`src/rtl/core/tsc_mass_deposit_grid_macros.svh`:
```
// assertion macros for the tsc mass deposit grid
`ifndef TSC_MASS_DEPOSIT_GRID_MACROS_SVH
`define TSC_MASS_DEPOSIT_GRID_MACROS_SVH

// same-cycle implication, sampled on clk, off during reset
`define TSC_ASSERT_IMP(lbl, cond, prop) \
  lbl: assert property (@(posedge clk) disable iff (!rst_n) (cond) |-> (prop)) \
    else $error("tsc assertion failed");

// next-cycle implication, sampled on clk, off during reset
`define TSC_ASSERT_NXT(lbl, cond, prop) \
  lbl: assert property (@(posedge clk) disable iff (!rst_n) (cond) |=> (prop)) \
    else $error("tsc assertion failed");

`endif

```
`src/rtl/core/tsc_mul.sv`:
```
// shared 32 by 32 unsigned multiplier
`timescale 1ns / 1ps
module tsc_mul (
  input  logic [31:0] a,
  input  logic [31:0] b,
  output logic [63:0] p
);

  // full product
  assign p = {32'h0, a} * {32'h0, b};

endmodule
```
`config.mk`:
```
export PLATFORM = sky130hd
export DESIGN_NAME = tsc_mul
export DESIGN_NICKNAME = d
export VERILOG_FILES = /design/src/rtl/core/tsc_mass_deposit_grid_macros.svh /design/src/rtl/core/tsc_mul.sv
export SDC_FILE = /design/constraint.sdc
export NUM_CORES = 2
export LEC_CHECK = 0
export BUFFER_PORTS_ARGS = -buffer_cell sky130_fd_sc_hd__buf_2
export CAP_MARGIN = 15
export CELL_PAD_IN_SITES_DETAIL_PLACEMENT = 1
export CELL_PAD_IN_SITES_GLOBAL_PLACEMENT = 1
export CORE_MARGIN = 2
export CORE_UTILIZATION = 56
export DETAILED_ROUTE_END_ITERATION = 16
export PLACE_DENSITY = 0.93
export SETUP_SLACK_MARGIN = 0.02
export SLEW_MARGIN = 20
export SYNTH_ARGS = -nofsm -noshare
export SYNTH_HDL_FRONTEND = slang
export SYNTH_SLANG_ARGS = --single-unit
```
`constraint.sdc`:
```
create_clock -name vclk -period 18.7
set_clock_uncertainty 0.05 [all_clocks]
set_input_delay 0.935 -clock vclk [all_inputs]
set_output_delay 0.935 -clock vclk [all_outputs]
set_load 0.005 [all_outputs]
```
### After elaboration in Yosys (flattened, before gate mapping)

Index checks and enable logic that the tools add are counted.

* $mul: 1

Operators with widths (number)
* 32-bit by 32-bit multiplier with 64-bit output: 1

* word-level logic and storage cells: 1
* flip-flop bits (word level): 0
* output and inout port bits: 64

### Depth between registers and ports, before layout

* depth after elaboration: 1
* depth in mapped cells: 28

### Least setup slack after synthesis

Ideal clock, no wire load.

* path kind: input-to-output
* start point: input port a[25]
* end point: output port p[57]
* data required time: 17.715 ns
* arrival time: 7.532 ns
* stages: 26
* path slack: 10.183 ns
* buffers on the path: 2
* path through: clkbuf_1 > nand2_1 > fa_1 > inv_1 > fa_1 > inv_1 > fa_1 > inv_1 > fa_1 > fa_1 > inv_1 > fa_1 > fa_1 > fa_1 > inv_1 > ha_1 > clkbuf_1 > a21oi_1 > o21ai_0 > a221o_1 > a21oi_1 > o22a_1 > a21oi_1 > a211oi_1 > o21ai_0 > xor2_1

* longest elaborated chain between the ends: 1

Ends and longest elaborated chain
* start: declaration: RTL line tsc_mul.sv:4 `input logic [31:0] a,`
* 32-bit by 32-bit multiplier with 64-bit output: RTL line tsc_mul.sv:10 `assign p = {32'h0, a} * {32'h0, b};`
* end: declaration: RTL line tsc_mul.sv:6 `output logic [63:0] p`

No other way between the ends.

### Worst setup path after layout

* start point: input port a[17]
* end point: output port p[60]

Same word-level chain as after synthesis.

==> results.json <==
{
  "status": "completed",
  "seq_cells": 0,
  "final-setup-viol-count": 0,
  "grtUsageMet2_pct": 68.82,
  "core_um2": 58910,
  "fillCellCount": 6842,
  "wl_per_cell_um": 28.20,
  "die_y_um": 248.0,
  "drive_gt1_share_pct": 4.345,
  "gr-usage-all-layers_pct": 42.01,
  "report.final.slew_viol_count": 0,
  "syn-instance-count": 3697,
  "area_growth_pct": 2.537,
  "synth_cell_type_count": 56,
  "regArea_um2": 0,
  "clockBufferCount": 0,
  "synth.yosys.seq_area_share_pct": 0,
  "yosysWarningCount": 0,
  "critPathMaxStageDelay_ns": 0.73,
  "relSlewSlack_pct": 33.34,
  "crit_end": "p[60]",
  "min_period_over_period_pct": 55.05,
  "grt_pass1_vias": 32330,
  "die_w_um": 248.0,
  "cp.required_ns": 17.72,
  "ios": 128,
  "crit_start": "a[17]",
  "grt_first_pass_wirelength_um": 190900,
  "nNetsFinal": 4838,
  "portBuffers": 128,
  "cp-end-kind": "primary output",
  "grt_max_degree": 33,
  "overflow": 0,
  "die_area_um2": 61490,
  "antenna_found_initial": 3,
  "worst_pin_slew_ns": 1.000,
  "crit_fanout": 32,
  "synth_area_um2": 33330,
  "finalHoldViolations": 0,
  "path_cells": "buf_2 -> and2_1 -> fa_1 -> fa_1 -> inv_1 -> fa_1 -> fa_1 -> inv_1 -> fa_1 -> fa_1 -> fa_1 -> fa_1 -> ha_1 -> nand4_1 -> a211o_1 -> a21oi_1 -> a31oi_1 -> o41ai_1 -> xor2_1 -> buf_2",
  "drcViolationCount": 0,
  "place.gp.congestion": 0.9320,
  "dp_hpwl_um": 103100,
  "via_per_inst": 6.111,
  "start_util_pct": 56.59,
  "slowest_stage": "buf_2",
  "worstHoldPathType": "input port to primary output",
  "fin_crit_ns": 10.29,
  "synth_nets": 4920,
  "setup_tns_ns": 0,
  "holdBufCountCts": 0,
  "post_cts_buffers": 0,
  "drt-total-wl_um": 123800,
  "cap_violations": 0,
  "gr-usage-met3_pct": 14.35,
  "startpoint_type": "input port",
  "cts-resized-gates": 0,
  "dpl.cell_count": 4386,
  "rsz0062_at_grt": "false",
  "rows": 89,
  "avgSynthCellArea_um2": 9.016,
  "path_common_cell": "fa_1",
  "gr-max-usage-layer": "met2",
  "grt_use_met1_pct": 46.75,
  "fin_cells": 4389,
  "multi_input_area_um2": 29230,
  "drt-initial-drc-count": 2201,
  "worstPathArrival_ns": 9.31,
  "max_freq_mhz": 97.15,
  "dr.pass1.iters": 8,
  "ant_nets": 0,
  "critPathKind": "input port to primary output",
  "vias": 26820
}
[cell usage after synthesis (all sizes together), types with 2 or more instances]
cell type    n  share of area (%)
xor2        25               0.66
nand2      484                5.5
clkbuf     214                2.4
o21bai      14               0.32
o221ai       4               0.11
o21a         5               0.12
xnor2       38                1.0
a21o        19               0.43
nand3        7               0.11
nor2        31               0.35
and3         5              0.094
o31ai        2              0.060
a211o        3              0.079
a221oi       5               0.19
a211oi       4               0.11
nor2b        5              0.094
and2       599                 11
a31oi        7               0.20
nor3         5              0.075
inv        869                9.8
nand2b       3              0.056
a21boi       5               0.11
o211ai       5               0.14
buf          7               0.10
o21ai       47               0.71
a21oi       81                1.2
ha         263                9.9
nand4       25               0.51
fa         896                 54
o41ai        3               0.12
nor3b        2              0.045
o21ba        2              0.060
[critical path, delay by kind of cell]
| family | cells | cell delay (ns) |
|---|---|---|
| simple gates | 2 | 0.72 |
| xor+xnor | 1 | 0.18 |
| fa+ha+maj | 9 | 4.82 |
| buf+inv | 4 | 1.01 |
| compound gates | 4 | 1.62 |
[per-stage QoR]
stage	worst slack, ns	hold slack, ns	area, um^2	util [%]
2_1_floorplan	10.18	1.936	33330	-
3_3_place_gp	8.895	2.460	34170	58.01
3_5_place_dp	8.620	2.461	34170	58.01
4_1_cts	8.565	2.463	34170	58.01
5_1_grt	8.160	2.506	34170	58.01
6_report	8.406	2.460	34180	58.02
[final cells by class]
cell class                      instances  area share (%)
Timing Repair Buffer                  137           2.072
Inverter                              869           9.544
Tap cell                              773           2.830
Antenna cell                            3         0.02196
Multi-Input combinational cell       2607           85.53
[cells in the final DEF, fill, tap and decap left out, drive strengths merged, types with 2 or more instances in the layout]
cell type    n
nand2b       3
fa         896
nor3b        2
o21bai      14
a31oi        7
nor2b        5
diode        3
buf        137
nand3        7
a211o        3
xnor2       38
o41ai        3
o21a         5
nor2        31
nor3         5
o31ai        2
o21ai       47
nand2      484
a21oi       81
ha         263
xor2        25
and3         5
a21boi       5
a21o        19
nand4       25
a221oi       5
o211ai       5
inv        869
o21ba        2
a211oi       4
and2       599
o221ai       4
[routing by layer]
layer  up-vias  part of all wire [%]
met1     13720                    33
met3       773                    12
met2      1854                    48
met4         0                   7.7
met5         -                     0
li1      10470                     -
[kinds of logic (layout without fill, tap and decap cells)]
kind of cell	after synthesis	count (layout)	share of synthesized area, %
xor+xnor	63	63	1.655
simple gates	1171	1171	18.14
other cells	0	3	0
compound gates	214	214	4.227
buf+inv	1090	1006	12.30
fa+ha+maj	1159	1159	63.68
[worst min-delay path by stage]
stage / depth (start not counted) / slack (ns) / start / to
floorplan: 1 / 1.94 / b[0] / p[0]
global placement: 4 / 2.46 / a[0] / p[0]
detailed placement: 4 / 2.46 / a[0] / p[0]
CTS: 4 / 2.46 / a[0] / p[0]
global route: 4 / 2.51 / a[0] / p[0]
finish: 4 / 2.46 / a[0] / p[0]
Power is not shown: default switching activity piles up to over one toggle a cycle in this logic, so the estimate is an artifact.
